$ cat config.mk
export PLATFORM = sky130hd
export DESIGN_NAME = integer_to_ascii_digits_core
export DESIGN_NICKNAME = d
export VERILOG_FILES = /design/src/rtl/i2a_pkg.sv /design/src/rtl/i2a_dabble.sv /design/src/rtl/integer_to_ascii_digits_core.sv
export SDC_FILE = /design/constraint.sdc
export NUM_CORES = 1
export LEC_CHECK = 0
export ABC_CLOCK_PERIOD_IN_PS = 7400
export BUFFER_PORTS_ARGS = -buffer_cell sky130_fd_sc_hd__buf_2
export CAP_MARGIN = 40
export CORE_ASPECT_RATIO = 0.6
export CORE_MARGIN = 2
export CORE_UTILIZATION = 31
export CTS_CLUSTER_DIAMETER = 120
export DETAILED_ROUTE_END_ITERATION = 10
export GPL_ROUTABILITY_DRIVEN = 0
export PLACE_DENSITY = 0.49
export SETUP_SLACK_MARGIN = 0.02
export SYNTH_ARGS = -nofsm -noshare
export SYNTH_HDL_FRONTEND = slang
export SYNTH_SLANG_ARGS = --single-unit
export TNS_END_PERCENT = 20
$ cat constraint.sdc
create_clock -name clk -period 7.4 [get_ports clk]
set_clock_uncertainty 0.2 [all_clocks]
set_input_delay 2.22 -clock clk [delete_from_list [all_inputs] [get_ports clk]]
set_output_delay 2.22 -clock clk [all_outputs]
set_load 0.05 [all_outputs]
$ cat src/rtl/i2a_pkg.sv
// Shared constants, radix codes and digit helpers for the integer to ASCII converter.
package i2a_pkg;

  localparam int VALUE_BITS_DEF = 32;
  localparam int IN_BITS        = 32;

  localparam logic [1:0] CMD_DEC = 2'd0;
  localparam logic [1:0] CMD_BIN = 2'd1;
  localparam logic [1:0] CMD_HEX = 2'd2;

  localparam logic [7:0] CHAR_ZERO = 8'h30;
  localparam logic [7:0] CHAR_A    = 8'h61;
  localparam logic [7:0] CHAR_X    = 8'h78;

  // decimal digits needed for 2^(vb-1); 0.3 per bit is just below log10(2), close enough
  function automatic int dec_digits(input int vb);
    return (vb * 3) / 10 + 1;
  endfunction

  function automatic int hex_digits(input int vb);
    return (vb + 3) / 4;
  endfunction

  function automatic logic [7:0] digit_ascii(input logic [3:0] d);
    logic [7:0] d8;
    d8 = {4'b0000, d};
    if (d < 4'd10) return CHAR_ZERO + d8;
    else           return CHAR_A + d8 - 8'd10;
  endfunction

endpackage

$ cat src/rtl/i2a_dabble.sv
// Iterative binary to BCD unit: one shift and add-3 step per cycle.
module i2a_dabble
  import i2a_pkg::*;
#(
  parameter int VALUE_BITS = VALUE_BITS_DEF
) (
  input  logic                                    clk,
  input  logic                                    rst,
  input  logic                                    start,
  input  logic [VALUE_BITS-1:0]                   bin,
  output logic                                    done,
  output logic [4*dec_digits(VALUE_BITS)-1:0]     bcd
);

  localparam int D  = dec_digits(VALUE_BITS);
  localparam int CW = $clog2(VALUE_BITS + 1);

  logic [VALUE_BITS-1:0] sh;
  logic [CW-1:0]         cnt;
  logic                  busy;
  logic [4*D-1:0]        adj;

  // digits >= 5 get +3 before the shift
  always_comb begin
    logic [3:0] dig;
    for (int i = 0; i < D; i++) begin
      dig = bcd[4*i +: 4];
      adj[4*i +: 4] = (dig >= 4'd5) ? dig + 4'd3 : dig;
    end
  end

  always_ff @(posedge clk) begin
    done <= 1'b0;
    if (rst) begin
      busy <= 1'b0;
      cnt  <= '0;
    end else if (start) begin
      busy <= 1'b1;
      sh   <= bin;
      bcd  <= '0;
      cnt  <= CW'(VALUE_BITS);
    end else if (busy) begin
      bcd <= {adj[4*D-2:0], sh[VALUE_BITS-1]};
      sh  <= sh << 1;
      cnt <= cnt - 1'b1;
      if (cnt == CW'(1)) begin
        busy <= 1'b0;
        done <= 1'b1;
      end
    end
    if (rst) done <= 1'b0;
  end

endmodule

$ cat src/rtl/integer_to_ascii_digits_core.sv
// Top level: radix conversion sequencer, digit emitter and output register.
// First character: decimal waits for the bit-per-cycle BCD shift unit, then drops leading
// zeros one per cycle; binary drops leading zeros likewise; hex first sends the 0x prefix.
// The next item is accepted once the last character of the current one is loaded into the
// output register; decimal items also wait for the BCD shift unit before any output. One item in
// flight. Synchronous active-high reset empties the sequencer and the output register.
module integer_to_ascii_digits_core
  import i2a_pkg::*;
#(
  parameter int VALUE_BITS = VALUE_BITS_DEF
) (
  input  logic                clk,
  input  logic                rst,
  input  logic                item_valid,
  output logic                item_ready,
  input  logic [1:0]          cmd,
  input  logic signed [IN_BITS-1:0] value,
  output logic                char_valid,
  input  logic                char_ready,
  output logic [7:0]          character,
  output logic                last
);

  localparam int D   = dec_digits(VALUE_BITS);
  localparam int H   = hex_digits(VALUE_BITS);
  localparam int W0  = (4*D > VALUE_BITS) ? 4*D : VALUE_BITS;
  localparam int W   = (W0 > 4*H) ? W0 : 4*H;      // digit window width
  localparam int CW  = $clog2(W + 1);

  typedef enum logic [2:0] {
    S_IDLE, S_DABBLE, S_PFX0, S_PFX1, S_SKIP, S_EMIT
  } state_t;

  state_t        state;
  logic [W-1:0]  work;       // digits left-aligned, most significant at the top
  logic [CW-1:0] rem;        // digits still in the window
  logic          mode_bin;   // 1-bit digits instead of nibbles

  logic [63:0]            wide;
  logic [VALUE_BITS-1:0]  raw;
  logic [VALUE_BITS-1:0]  mag;
  logic [3:0]             top;
  logic                   out_free;
  logic                   accept;
  logic                   dd_done;
  logic [4*D-1:0]         bcd;

  // sign-extend the port to 64 bits, then keep the working width
  assign wide  = {{(64-IN_BITS){value[IN_BITS-1]}}, value};
  assign raw   = wide[VALUE_BITS-1:0];
  assign mag   = raw[VALUE_BITS-1] ? (~raw + 1'b1) : raw;

  assign item_ready = (state == S_IDLE);
  assign accept     = item_valid && item_ready;
  assign out_free   = !char_valid || char_ready;
  assign top        = mode_bin ? {3'b000, work[W-1]} : work[W-1 -: 4];

  i2a_dabble #(.VALUE_BITS(VALUE_BITS)) u_dabble (
    .clk   (clk),
    .rst   (rst),
    .start (accept && (cmd == CMD_DEC)),
    .bin   (mag),
    .done  (dd_done),
    .bcd   (bcd)
  );

  always_ff @(posedge clk) begin
    if (rst) begin
      state      <= S_IDLE;
      char_valid <= 1'b0;
      mode_bin   <= 1'b0;
      rem        <= '0;
    end else begin
      if (char_valid && char_ready) char_valid <= 1'b0;
      unique case (state)
        S_IDLE: begin
          if (accept) begin
            unique case (cmd)
              CMD_DEC: begin
                mode_bin <= 1'b0;
                state    <= S_DABBLE;
              end
              CMD_BIN: begin
                mode_bin <= 1'b1;
                work     <= W'(mag) << (W - VALUE_BITS);
                rem      <= CW'(VALUE_BITS);
                state    <= S_SKIP;
              end
              CMD_HEX: begin
                mode_bin <= 1'b0;
                work     <= W'(raw) << (W - 4*H);
                rem      <= CW'(H);
                state    <= S_PFX0;
              end
              default: state <= S_IDLE;   // unused radix: item dropped
            endcase
          end
        end
        S_DABBLE: begin
          if (dd_done) begin
            work  <= W'(bcd) << (W - 4*D);
            rem   <= CW'(D);
            state <= S_SKIP;
          end
        end
        S_PFX0: begin
          if (out_free) begin
            character  <= CHAR_ZERO;
            last       <= 1'b0;
            char_valid <= 1'b1;
            state      <= S_PFX1;
          end
        end
        S_PFX1: begin
          if (out_free) begin
            character  <= CHAR_X;
            last       <= 1'b0;
            char_valid <= 1'b1;
            state      <= S_SKIP;
          end
        end
        S_SKIP: begin
          // drop leading zeros, always keep the final digit
          if (rem > CW'(1) && top == 4'd0) begin
            work <= mode_bin ? (work << 1) : (work << 4);
            rem  <= rem - 1'b1;
          end else begin
            state <= S_EMIT;
          end
        end
        S_EMIT: begin
          if (out_free) begin
            character  <= digit_ascii(top);
            last       <= (rem == CW'(1));
            char_valid <= 1'b1;
            work       <= mode_bin ? (work << 1) : (work << 4);
            rem        <= rem - 1'b1;
            if (rem == CW'(1)) state <= S_IDLE;
          end
        end
        default: state <= S_IDLE;
      endcase
    end
  end

endmodule

==> summary.md, run 1 <==
| Metric | Value |
|---|---|
| Initial antenna violation count | 0 |
| # hold bufs at CTS | 0 |
| Maximum vdd ir drop | 0.137 mV |
| Diode count | 0 |
| Most common cell after layout, fill and taps aside | edfxtp_1 |
| Area contributors post-synth | edfxtp_1 41%, xor2_1 5.5%, dfxtp_1 4.4% |
| Hold Fails Final Rpt | 0 |
| Fill count | 2,771 |
| Cell Area, Synth | 8720 um^2 |
| CP Data Required Time | 7310 ps |
| Largest net degree at the start of global routing | 67 |
| Pleak | 3.59 nW |
| Port Buffers | 47 |
| Total wire length | 22,000 um |
| Slew @ Worst Pin | 785 ps |
| Max FO, Critical Path | 22 |
| DR vias | 6,549 |
| CTS H-tree depth | 4 |
| MaxCap Viol Count | 0 |
| Io pins | 49 |
| Period utilization | 0.616 |
| Top cell type's share of synthesized area | 0.413 |
| Post-DR vias/cell | 5.08 |
| First-pass GRT wire length | 35,000 um |
| Die height | 134 um |
| Clock Tree Root | clkbuf_16 |
| Die width | 220 um |
| Final setup TNS | 0 ps |
| CTS resizes | 0 |
| Reg2Reg Depth | 8 |
| Peak Freq | 220 MHz |
| Share of cells above drive strength 1 | 0.144 |
| Crit path arrival time | 4470 ps |
| Crit path capture type | register |
| Top FF cell, synth | edfxtp_1 |
| #FFs+latches synth | 139 |
| Count of final setup violators | 0 |
| Ys Warns | 0 |
| Asr flop ratio synth | 0 |
| Core area | 27,600 um^2 |
| Area growth syn-to-layout | 14.2% |
| Max Transition Viols Final | 0 |
| # DRC | 0 |
| Post-Syn Instances | 888 |
| CTS tree | done |
| Vias in the first global route | 6,093 |
| Post-Syn Nets | 953 |
| Nets | 974 |
| HPWL after detailed placement | 15,300 um |
| Clock buffer depth | 2 |
| Tot Pwr | 0.00265 W |
| Setup bufs post-CTS | 0 |
| Rel. slew slack | 0.477 |
| Worst r2r dst | work[23]$_DFFE_PP_ |
| First-pass detailed-route iteration total | 5 |
| Hold Path Class | register to register |
| Clock tree sinks | 139 |
| Reg clk slew, reported paths | 60 ps |
| Final ANT Viol Nets | 0 |
| Worst setup SP type | primary input |
| Min-delay src | u_dabble.cnt[1]$_SDFFE_PP0P_ |
| Multi-input logic area | 4340 um^2 |
| Crit path kind | primary input to register |
| Setup slack, reg-to-reg | 3390 ps |
| Most frequent cells in the layout | 120 x edfxtp_1, 100 x nand2_1, 86 x nor2_1, 55 x xor2_1, 48 x buf_2 |
| Initial detailed-routing violation count | 484 |
| Worst-Skew Late Latency | 440 ps |
| CTS Buf Count | 17 |
| Pwr per Cell Area | 266 nW/um^2 |
| Unrepaired setup endpoints after global routing | no |
| Gr usage total | 0.155 |
| # rows | 47 |
| Hold path cells | 2 |
| Starting density of the core | 0.316 |
| Worst R2R Start | mode_bin$_SDFFE_PP0P_ |
| Yosys top cell by area | edfxtp_1 |
| Die area | 29,500 um^2 |
| Tmin final | 4550 ps |
| Netlist cell types | 73 |
| EDFF count, synth | 120 |
| Routed length per instance | 17.1 um |
| Storage element area | 3990 um^2 |
| Hold Crit Endpoint | u_dabble.cnt[1]$_SDFFE_PP0P_ |
| Outcome | finished, final reports clean |
| Post-Syn Area per Cell | 9.82 um^2 |
| Register area share after synthesis | 0.457 |
| Gr ovfl total | 0 |
metal layers:
| layer | wire (um) | track usage |
|---|---|---|
| met1 | 12100 | 0.245 |
| met2 | 8600 | 0.205 |
| met3 | 1150 | 0.0395 |
| met4 | 229 | 0.0365 |
| met5 | 0 | 0 |
cells by family after synthesis:
family / Yosys count / synth area share
XOR/XNOR: 76 / 0.0772
adder cells (fa/ha/maj): 27 / 0.0388
AND/OR/NAND/NOR: 292 / 0.167
flip-flops: 139 / 0.457
other: 2 / 0.000862
multiplexers: 39 / 0.0449
buffers and inverters: 100 / 0.0488
AO/OA/AOI/OAI: 213 / 0.166
layout make-up:
cell class,instances,area share
Clock buffer,21,0.0473
Clock inverter,11,0.0167
Inverter,39,0.0147
Multi-Input combinational cell,649,0.436
Sequential cell,139,0.400
Tap cell,367,0.0461
Timing Repair Buffer,63,0.0387
per-stage QoR:
stage / hold slack, ps / std cells / worst slack, ps / util / instance area (um^2)
floorplan: 269 / 888 / 833 / - / 8720
global route: 337 / 1289 / 2600 / 0.361 / 9950
finish: 305 / 1289 / 2850 / 0.361 / 9950
global placement: 292 / 1252 / 2390 / 0.335 / 9250
detailed placement: 294 / 1257 / 2380 / 0.338 / 9320
CTS: 304 / 1289 / 2840 / 0.361 / 9950
cell usage after synthesis, types with 3 or more instances:
master,instances
buf_1,9
and2_1,4
or4_4,4
a32o_1,3
buf_6,3
nand2b_1,8
nor3_1,24
nand3_1,9
o41ai_2,4
o21bai_1,10
clkbuf_1,31
nor2_1,89
xor2_1,55
o41ai_1,6
xnor2_1,20
a31oi_1,4
nor2b_1,16
a21oi_1,44
nand2_1,100
o221ai_1,20
inv_1,38
o31ai_2,5
a311oi_1,3
or3_1,4
buf_2,15
dfxtp_1,19
ha_1,27
o31ai_1,12
a211oi_1,11
o21ai_1,38
nor3_2,3
o21ai_0,33
mux2i_1,38
nand4_1,3
edfxtp_1,120
nor4_1,5
where the power goes:
part           leakage [nW]  switching (W)  total (W)  internal (W)
registers              1.26      0.0000691    0.00105      0.000984
logic                  2.03       0.000422   0.000660      0.000238
clock network         0.305       0.000344   0.000933      0.000589
total                  3.59       0.000835    0.00265       0.00181
worst max-delay path by stage:
stage | startpoint | endpoint | depth (start not counted)
after global placement | item_valid | u_dabble.sh[17]$_DFFE_PP_ | 7
after floorplan | cmd[0] | u_dabble.bcd[0]$_SDFFCE_PP0P_ | 4
final | cmd[1] | work[23]$_DFFE_PP_ | 7
after detailed placement | cmd[1] | work[9]$_DFFE_PP_ | 7
after CTS | cmd[1] | work[23]$_DFFE_PP_ | 7
after global routing | cmd[1] | work[37]$_DFFE_PP_ | 7
sequential cells by signal, indices dropped and copies added (netlist names):
signal,flops
u_dabble.bcd,40
u_dabble.busy,1
char_valid,1
rem,6
u_dabble.sh,32
work,40
last,1
u_dabble.done,1
u_dabble.cnt,6
character,7
mode_bin,1
state,3
critical path, cell delays in order:
cell,delay (ps)
buf_2,170
xor2_1,170
a31oi_1,160
a311oi_2,530
nand2_1,220
nor2_4,580
buf_4,400
Note: power is estimated with default switching activity, not from simulation.
==> run 2: changes to the inputs <==
--- a/config.mk
+++ b/config.mk
@@ -5,7 +5,8 @@
 export SDC_FILE = /design/constraint.sdc
 export NUM_CORES = 1
 export LEC_CHECK = 0
-export ABC_CLOCK_PERIOD_IN_PS = 7400
+export ABC_AREA = 1
+export ABC_CLOCK_PERIOD_IN_PS = 4120
 export BUFFER_PORTS_ARGS = -buffer_cell sky130_fd_sc_hd__buf_2
 export CAP_MARGIN = 40
 export CORE_ASPECT_RATIO = 0.6
@@ -14,7 +15,7 @@
 export CTS_CLUSTER_DIAMETER = 120
 export DETAILED_ROUTE_END_ITERATION = 10
 export GPL_ROUTABILITY_DRIVEN = 0
-export PLACE_DENSITY = 0.49
+export PLACE_DENSITY = 0.51
 export SETUP_SLACK_MARGIN = 0.02
 export SYNTH_ARGS = -nofsm -noshare
 export SYNTH_HDL_FRONTEND = slang
==> constraint.sdc (replaced) <==
create_clock -name clk -period 4.12 [get_ports clk]
set_clock_uncertainty 0.2 [all_clocks]
set_input_delay 1.236 -clock clk [delete_from_list [all_inputs] [get_ports clk]]
set_output_delay 1.236 -clock clk [all_outputs]
set_load 0.05 [all_outputs]
==> summary.md, run 2 <==
| Metric | Value |
|---|---|
| Outcome | finished, final reports clean |
| Worst-Skew Late Latency | 450 ps (about the same) |
| Most common cell after layout, fill and taps aside | nand2_1 |
| Top FF cell, synth | edfxtp_1 |
| Pleak | 4.04 nW (+13%) |
| Clock buffer depth | 2 (unchanged) |
| CTS tree | done |
| # DRC | 0 (unchanged) |
| Gr usage total | 0.178 (+0.0235) |
| Slew @ Worst Pin | 683 ps (-102 ps) |
| Crit path kind | register to register |
| Initial antenna violation count | 2 (+2) |
| Maximum vdd ir drop | 0.291 mV (+110%) |
| Hold WS | 267 ps (-38.1 ps) |
| Worst setup SP type | register |
| Unrepaired setup endpoints after global routing | no |
| Io pins | 49 (unchanged) |
| Setup bufs post-CTS | 0 (unchanged) |
| Asr flop ratio synth | 0 (unchanged) |
| Starting density of the core | 0.318 (+0.00216) |
| Die area | 28,700 um^2 (-2.9%) |
| Netlist cell types | 42 (-42%) |
| Count of final setup violators | 0 (unchanged) |
| Most numerous cell in the Yosys netlist | nand2_1 |
| First-pass GRT wire length | 38,800 um (+11%) |
| Final setup TNS | 0 ps (unchanged) |
| Crit path arrival time | 2890 ps (-1580 ps) |
| Port Buffers | 47 (unchanged) |
| Period utilization | 0.717 |
| Area growth syn-to-layout | 13.9% |
| # hold bufs at CTS | 0 (unchanged) |
| Fill count | 2,797 (+0.94%) |
| Die width | 217 um (-1.4%) |
| Crit path capture type | register |
| Peak Freq | 338 MHz |
| Commonest cells in the netlist | 242 x nand2_1, 133 x nor2_1, 124 x inv_1 |
| Pwr per Cell Area | 586 nW/um^2 (+120%) |
| Final ANT Viol Nets | 0 (unchanged) |
| Fin util | 0.362 (+0.00157) |
| Clock tree sinks | 139 (unchanged) |
| Area contributors post-synth | edfxtp_1 43%, nand2_1 11%, nor2_1 5.9% |
| Cell Area, Synth | 8460 um^2 (-2.9%) |
| Share of cells above drive strength 1 | 0.103 (-0.0417) |
| Vias in the first global route | 6,652 (+9.2%) |
| Tmin final | 2960 ps |
| EDFF count, synth | 120 (unchanged) |
| MaxCap Viol Count | 0 (unchanged) |
| Post-Syn Area per Cell | 7.98 um^2 (-19%) |
| Yosys top cell by area | edfxtp_1 |
| Most frequent cells in the layout | 242 x nand2_1, 132 x nor2_1, 124 x inv_1, 120 x edfxtp_1, 85 x o21ai_0 |
| Core area | 26,600 um^2 (-3.6%) |
| Top cell type's share of synthesized area | 0.426 (+0.0125) |
| Max FO, Critical Path | 38 (+73%) |
| Rel. slew slack | 0.540 (+0.0635) |
| # rows | 46 (-2.1%) |
| Hold Path Class | register to register |
| Post-Syn Nets | 1,125 (+18%) |
| CP Data Required Time | 4060 ps (-3250 ps) |
| Post-DR vias/cell | 4.95 (-2.6%) |
| #FFs+latches synth | 139 (unchanged) |
| DR vias | 7,294 (+11%) |
| Max Transition Viols Final | 0 (unchanged) |
| Gr ovfl total | 0 (unchanged) |
| Largest net degree at the start of global routing | 74 (+10%) |
| Initial detailed-routing violation count | 714 (+48%) |
| Clock Tree Root | clkbuf_16 |
| Hold Fails Final Rpt | 0 (unchanged) |
| Reg clk slew, reported paths | 60 ps (about the same) |
| Top flop regs | u_dabble.bcd x40, work x40, u_dabble.sh x32 |
| First-pass detailed-route iteration total | 6 (+1) |
| Routed length per instance | 17.0 um (-0.71%) |
| Register area share after synthesis | 0.471 (+0.0138) |
| CTS Buf Count | 17 (unchanged) |
| CTS resizes | 0 (unchanged) |
| CTS H-tree depth | 4 (unchanged) |
| Post-Syn Instances | 1,060 (+19%) |
| Ys Warns | 0 (unchanged) |
| Die height | 132 um (-1.4%) |
| Total wire length | 25,000 um (+14%) |
| Nets | 1,164 (+20%) |
| HPWL after detailed placement | 17,800 um (+16%) |
==> run 2: cell types whose count changed after synthesis, moves of 15 or more <==
cell and change:
inv_1 +86, o21ai_0 +52, o22ai_1 +22, clkbuf_1 -15, nand3_1 +38, xor2_1 -43
mux2i_1 -38, nand2_1 +142, a21oi_1 +40, o221ai_1 -17, nor2_1 +44, o21ai_1 -34
nor2b_1 -16
==> run 2: path summary, 6_finish.rpt <==
| path | start | endpoint | slack, ps | cells after the start |
|---|---|---|---|---|
| max | mode_bin$_SDFFE_PP0P_ | work[5]$_SDFFCE_PP0P_ | 1160 | 11 |
| min | rem[5]$_SDFFE_PP0P_ | rem[5]$_SDFFE_PP0P_ | 270 | 2 |
| max reg2reg | mode_bin$_SDFFE_PP0P_ | work[5]$_SDFFCE_PP0P_ | 1160 | 11 |
| min reg2reg | rem[5]$_SDFFE_PP0P_ | rem[5]$_SDFFE_PP0P_ | 270 | 2 |
==> run 2: logic make-up (layout without fill, tap and decap cells) <==
| family | Yosys count | count (layout) | share of synthesized area |
|---|---|---|---|
| xor+xnor | 19 | 19 | 0.0197 |
| buf+inv | 167 | 219 | 0.0813 |
| compound gates | 230 | 230 | 0.150 |
| simple gates | 476 | 476 | 0.238 |
| fa+ha+maj | 27 | 27 | 0.0399 |
| other cells | 2 | 4 | 0.000888 |
| flops | 139 | 139 | 0.471 |
==> run 2: stage by stage <==
stage	power, W	worst slack, ps	instance area, um^2	std cells
after floorplan	0.00351	609	8470	1060
after global placement	0.00412	876	9070	1440
after detailed placement	0.00413	879	9070	1440
after CTS	0.00566	1160	9630	1472
after global routing	0.00598	974	9640	1474
final	0.00564	1160	9640	1474
==> run 2: critical path, cell delays in order (launching register included) <==
cell	delay (ps)
dfxtp_1	380
buf_4	390
inv_1	100
nand2_1	150
ha_1	170
nand2_1	50
nor2_1	190
nand2_1	80
nand2_1	220
nand2_4	120
nor2_4	300
buf_12	270
==> run 2: per-layer routing <==
metal | wire length [um] | part of all wire | track usage
met3 | 2010 | 0.080 | 0.0496
met1 | 13300 | 0.53 | 0.288
met2 | 9310 | 0.37 | 0.219
met5 | 0 | 0 | 0
met4 | 410 | 0.016 | 0.0552
==> run 2: area by class of cell <==
cell class,instances,area (um^2),area share
antenna,2,5.00,0.000519
clock buffer,20,437,0.0453
clock inverter,12,124,0.0129
inverter,129,484,0.0502
multi-input combinational,754,3800,0.394
sequential,139,3980,0.413
tap,360,450,0.0467
timing repair buffer,58,355,0.0369
==> run 2: report_power, final <==
part / switching [W] / internal, W
Combinational: 0.00147 / 0.000605
Clock: 0.000628 / 0.000885
Sequential: 0.000137 / 0.00192
